[config.mk]
export PLATFORM = sky130hd
export DESIGN_NAME = fla_cell
export DESIGN_NICKNAME = d
export VERILOG_FILES = /design/src/rtl/fla_pkg.sv /design/src/rtl/fla_cell.sv
export SDC_FILE = /design/constraint.sdc
export NUM_CORES = 1
export LEC_CHECK = 0
export BUFFER_PORTS_ARGS = -buffer_cell sky130_fd_sc_hd__buf_2
export CAP_MARGIN = 25
export CORE_ASPECT_RATIO = 0.6
export CORE_UTILIZATION = 35
export DETAILED_ROUTE_END_ITERATION = 8
export PLACE_DENSITY = 0.74
export SLEW_MARGIN = 20
export SYNTH_ARGS = -nofsm -noshare
export SYNTH_HDL_FRONTEND = slang
export SYNTH_SLANG_ARGS = --single-unit
[constraint.sdc]
create_clock -name clk -period 2.5 [get_ports clk]
set_input_delay 0 -clock clk [delete_from_list [all_inputs] [get_ports clk]]
set_output_delay 0 -clock clk [all_outputs]
set_load 0.05 [all_outputs]
[src/rtl/fla_pkg.sv]
// ----------------------------------------------------------------------------
// fla_pkg: shared types and constants of the free-list allocator
// Segment record, cell control word, channel payloads and status codes.
// ----------------------------------------------------------------------------
`default_nettype none

package fla_pkg;

  localparam int TABLE_DEPTH = 64;
  localparam int ADDR_BITS   = 32;
  localparam int IDX_W       = (TABLE_DEPTH > 1) ? $clog2(TABLE_DEPTH) : 1;
  localparam int CNT_W       = $clog2(TABLE_DEPTH + 1);

  // Blocks must end at or below this address (top address never used).
  localparam logic [33:0] SPACE_END = (ADDR_BITS >= 32) ? 34'h0_FFFF_FFFF :
                                      ((34'd1 << ADDR_BITS) - 34'd1);

  localparam logic [2:0] ST_REUSED    = 3'd0;
  localparam logic [2:0] ST_GROWN     = 3'd1;
  localparam logic [2:0] ST_FREED     = 3'd2;
  localparam logic [2:0] ST_FULL      = 3'd3;
  localparam logic [2:0] ST_IGNORED   = 3'd4;
  localparam logic [2:0] ST_EXHAUSTED = 3'd5;

  localparam logic OP_ALLOC = 1'b0;
  localparam logic OP_FREE  = 1'b1;

  localparam logic [1:0] REG_FIT_MODE  = 2'd0;
  localparam logic [1:0] REG_HEADER    = 2'd1;
  localparam logic [1:0] REG_HEAP_BASE = 2'd2;

  typedef struct packed {
    logic [31:0] start;
    logic [31:0] len;
  } fla_seg_t;

  // Control word broadcast to every cell of the table.
  typedef struct packed {
    logic             rot;   // whole row shifts one place toward cell 0
    logic             rm;    // cells at or above idx take the right neighbor
    logic             ins;   // cells above idx take the left neighbor, idx takes data
    logic             wr;    // cell widx takes data
    logic [CNT_W-1:0] idx;
    logic [CNT_W-1:0] widx;
    fla_seg_t         data;
  } fla_edit_t;

  typedef struct packed {
    logic        opcode;
    logic [31:0] request_bytes;
    logic [31:0] payload_address;
    logic [31:0] block_bytes;
  } fla_in_t;

  typedef struct packed {
    logic [31:0] result_address;
    logic [31:0] granted_bytes;
    logic [2:0]  status;
    logic [31:0] segment_bytes;
    logic [31:0] free_bytes;
  } fla_out_t;

endpackage

`default_nettype wire

[src/rtl/fla_cell.sv]
// ----------------------------------------------------------------------------
// fla_cell: one entry of the free-segment table
// Holds a segment and loads from a neighbor or from the broadcast data.
// ----------------------------------------------------------------------------
`default_nettype none

module fla_cell (
  input  wire logic                     clk,
  input  wire logic [fla_pkg::CNT_W-1:0] my_idx,
  input  wire fla_pkg::fla_edit_t        ctl,
  input  wire fla_pkg::fla_seg_t         from_left,
  input  wire fla_pkg::fla_seg_t         from_right,
  output fla_pkg::fla_seg_t              seg
);
  import fla_pkg::*;

  fla_seg_t seg_r;
  fla_seg_t seg_nxt;

  always_comb begin
    seg_nxt = seg_r;
    if (ctl.rot) begin
      seg_nxt = from_right;
    end else if (ctl.rm && (my_idx >= ctl.idx)) begin
      seg_nxt = from_right;
    end else if (ctl.ins && (my_idx > ctl.idx)) begin
      seg_nxt = from_left;
    end else if ((ctl.ins && (my_idx == ctl.idx)) || (ctl.wr && (my_idx == ctl.widx))) begin
      seg_nxt = ctl.data;
    end
  end

  always_ff @(posedge clk) begin
    seg_r <= seg_nxt;
  end

  assign seg = seg_r;

endmodule

`default_nettype wire

Yosys cells after proc, flatten, opt, wreduce, memory -nomap -nowiden:

Index checks and enable logic that the tools add are counted.

* mux-type cells: 4
* equality and inequality tests: 2
* $lt $le $gt $ge: 2
* reductions and logical operators: 6

Operator list (count)
* 2-to-1 mux 64 bit: 4
* == test 7 bit: 2
* greater-or-equal comparator 7 bit: 1
* > comparator 7 bit: 1
* logical AND 1 bit: 4
* nonzero test 4 bit: 1
* logical OR 1 bit: 1

* word-level logic and storage cells: 16
* flip-flop bits (word level): 64
* input bits: 218

Logic depth before layout (Yosys ltp):

* depth in word-level cells: 7
* mapped depth: 8
* gate-level depth less buffers: 7

Least setup slack after synthesis:

Ideal clock, no wire load.

* path kind: input -> register
* from: input my_idx[0] (netlist bit)
* to: register seg_r (netlist bit seg[0]), enable pin
* stages: 7
* data required time: 1.807 ns
* buffers on the path: 0
* setup time: 0.693 ns
* setup slack: -0.256 ns
* data arrival time: 2.062 ns
* path through: inv_1 > ha_1 > nand2b_1 > a211o_1 > a21o_1 > o21ai_0 > nand2_1

* word-level cells in the longest chain between the ends: 4

RTL lines
* start: declaration: line fla_cell.sv:9 `input wire logic [fla_pkg::CNT_W-1:0] my_idx,`
* branches (longest 3 deep; another with greater-or-equal comparator 7 bit)
* nonzero test 4 bit (no source line) (*)
* end signal: assignment: line fla_cell.sv:34 `seg_r <= seg_nxt;`
* end: declaration: line fla_cell.sv:17 `fla_seg_t seg_r;`

Mark *: on every way between the ends.
A chain may end at the register's enable or synchronous reset.

==> reports/qor.txt <==
status: complete, no violations
Synth Cell Area: 0.00379 mm^2
starting density of the core: 35.9%
Pint: 2730 uW
worst min-delay path class: primary input to register
crit path launch type: primary input
die width: 136 um
CTS clk-pin slew, worst paths: 60 ps
die area: 0.0113 mm^2
max-slew violation count: 0
Worst Setup End Kind: register
cell area after layout: 0.00630 mm^2
Starting DRT DRC Count: 48
CP max stage cell: mux2_2
CP max FO: 47
Syn Inst Count: 246
vias per cell: 4.63
CTS root buffer: clkbuf_16
first-pass GRT wire length: 16.1 mm
Sw Share: 35.0%
number of post-CTS setup repair buffers: 0
number of fill cells: 850
RSZ-0062 raised after global routing: no
Hold Buf Count CTS: 64
Psw: 1470 uW
Diodes inserted: 0
Fin. Hold Viols: 0
routability congestion estimate: 0.806
Final TNS setup: 0 ps
drt first pass iters: 4
footprint of the multi-input gates: 0.00174 mm^2
via count: 3423
CTS buffer count: 9
Lkg Pwr: 0.00287 uW
Longest Clk Path Bufs: 2
minimum clock period: 1920 ps
cell chain of the critical path: buf_2, ha_1, a21oi_1, o21ai_1, o221ai_4, buf_12, mux2_2, mux2_2
clock sinks: 64
Row Count: 29
Reg power frac: 34.5%
critical setup path kind: primary input to register
port buffer count: 281
Die Height: 82.6 um
CP dominant cell by count: mux2_2
TritonCTS clock tree: yes
crit path launch: my_idx[6]
fin nets: 821
vias in the first global route: 3525
Seq/Total Area, Yosys: 50.7%
global route overflow: 0
Worst Tran Pin Value: 310 ps
Fmax achieved: 520 MHz
CP arrival: 2000 ps
register bit total from synthesis: 64
pin count of the biggest net entering global routing: 48
total wire length: 11.3 mm
WHS: 103 ps
Final Cycle Share: 77.0%
DP HPWL: 8.04 mm
max reg flops: 64
worst rel slew slack: 79.2%
H-tree depth: 3
most common cell after layout, fill and taps aside: buf_2
P&R area growth vs syn: 66.1%
post-CTS sizing: 0
Synth area leader: edfxtp_1
Remaining DRCs: 0
area post-placement: 0.00537 mm^2
peak supply drop: 297 uV
commonest cells after routing, fill and taps aside: 281 x buf_2, 128 x mux2_2, 64 x dlygate4sd3_1, 64 x edfxtp_1, 9 x clkbuf_16
Ys Warns: 0
antenna violations before repair: 0
Synth cell types: 24
syn_area_per_cell: 15.4 um^2
crit path capture: seg[50]
Routed Antenna Nets: 0
Pwr Density: 667 mW/mm^2
Logic pwr share: 36.6%
Max Cap Viol: 0
core area: 0.0106 mm^2
post-synth top area share: 50.7%
syn nets: 471
top post-synthesis cells by area: edfxtp_1 51%, mux2_2 38%, ha_1 2.3%
share of cells above drive strength 1: 72.2%
CP required: 2570 ps
final setup vio count: 0
clock network fraction of total power: 28.9%
Ports: 282
Worst path max stage delay: 380 ps
Reg area: 0.00192 mm^2
wire length per cell: 15.2 um
Tot GR Track Use: 19.0%
per-stage QoR:
step	power (uW)	worst slack, ps	instances	utilization, %
CTS	4250	599	740	59.6
global route	4370	487	740	59.6
finish	4200	576	740	59.6
detailed placement	2930	253	660	50.8
floorplan	2510	363	246	-
global placement	2900	330	660	50.8
kinds of logic (layout without fill, tap and decap cells):
group | Yosys count | count (layout) | share of synthesized area, %
compound gates | 11 | 11 | 2.38
xor+xnor | 7 | 7 | 1.62
fa+ha+maj | 7 | 7 | 2.31
buf+inv | 19 | 374 | 3.66
flops | 64 | 64 | 50.7
mux | 128 | 128 | 38.0
simple gates | 10 | 10 | 1.32
cell type report:
class	count	share of cell area, %
Timing Repair Buffer	351	34.0
Sequential cell	64	30.5
Multi-Input combinational cell	163	27.7
Clock buffer	10	3.64
Tap cell	139	2.76
Clock inverter	6	0.954
Inverter	7	0.417
worst min-delay path by stage:
stage                              start       to  slack, ps  cells after the start
after detailed placement  from_right[45]  seg[45]        300                      2
after global placement    from_right[47]  seg[47]        300                      2
after CTS                  from_left[43]  seg[43]         90                      3
final                            ctl[52]  seg[52]        100                      3
after floorplan           from_right[10]  seg[10]        220                      1
after global routing              ctl[0]   seg[0]        110                      3
power by group through the flow:
stage / Combinational (uW) / Clock [uW] / Sequential, uW
final: 1540 / 1210 / 1450
after global routing: 1620 / 1290 / 1470
after CTS: 1540 / 1250 / 1450
after detailed placement: 1460 / 0 / 1470
after global placement: 1440 / 0 / 1470
after floorplan: 380 / 0 / 2130
synthesized netlist by cell type:
cell	instances
mux2_2	128
edfxtp_1	64
ha_1	7
inv_1	7
buf_4	6
buf_6	6
xor2_1	6
a21oi_1	3
nor2_1	3
nand2_1	2
a211o_1	1
a21o_1	1
a21oi_2	1
a21oi_4	1
a41oi_1	1
nand2b_1	1
nand3_1	1
nand3b_1	1
nand4_1	1
nor4_1	1
o21ai_0	1
o21ai_1	1
o221ai_2	1
xnor2_1	1
routing by layer:
metal / wire [um] / up-vias / GRT usage [%]
met2: 6020 / 156 / 36.1
met3: 752 / 24 / 5.43
met5: 0 / - / 0
met4: 231 / 0 / 7.67
met1: 4260 / 1591 / 20.1
li1: - / 1652 / -
critical path, delay by kind of cell:
| family | cells | cell delay, ps |
|---|---|---|
| buffers and inverters | 2 | 410 |
| AO/OA/AOI/OAI | 3 | 570 |
| multiplexers | 2 | 660 |
| adder cells (fa/ha/maj) | 1 | 330 |
(Power assumes the default switching activity.)
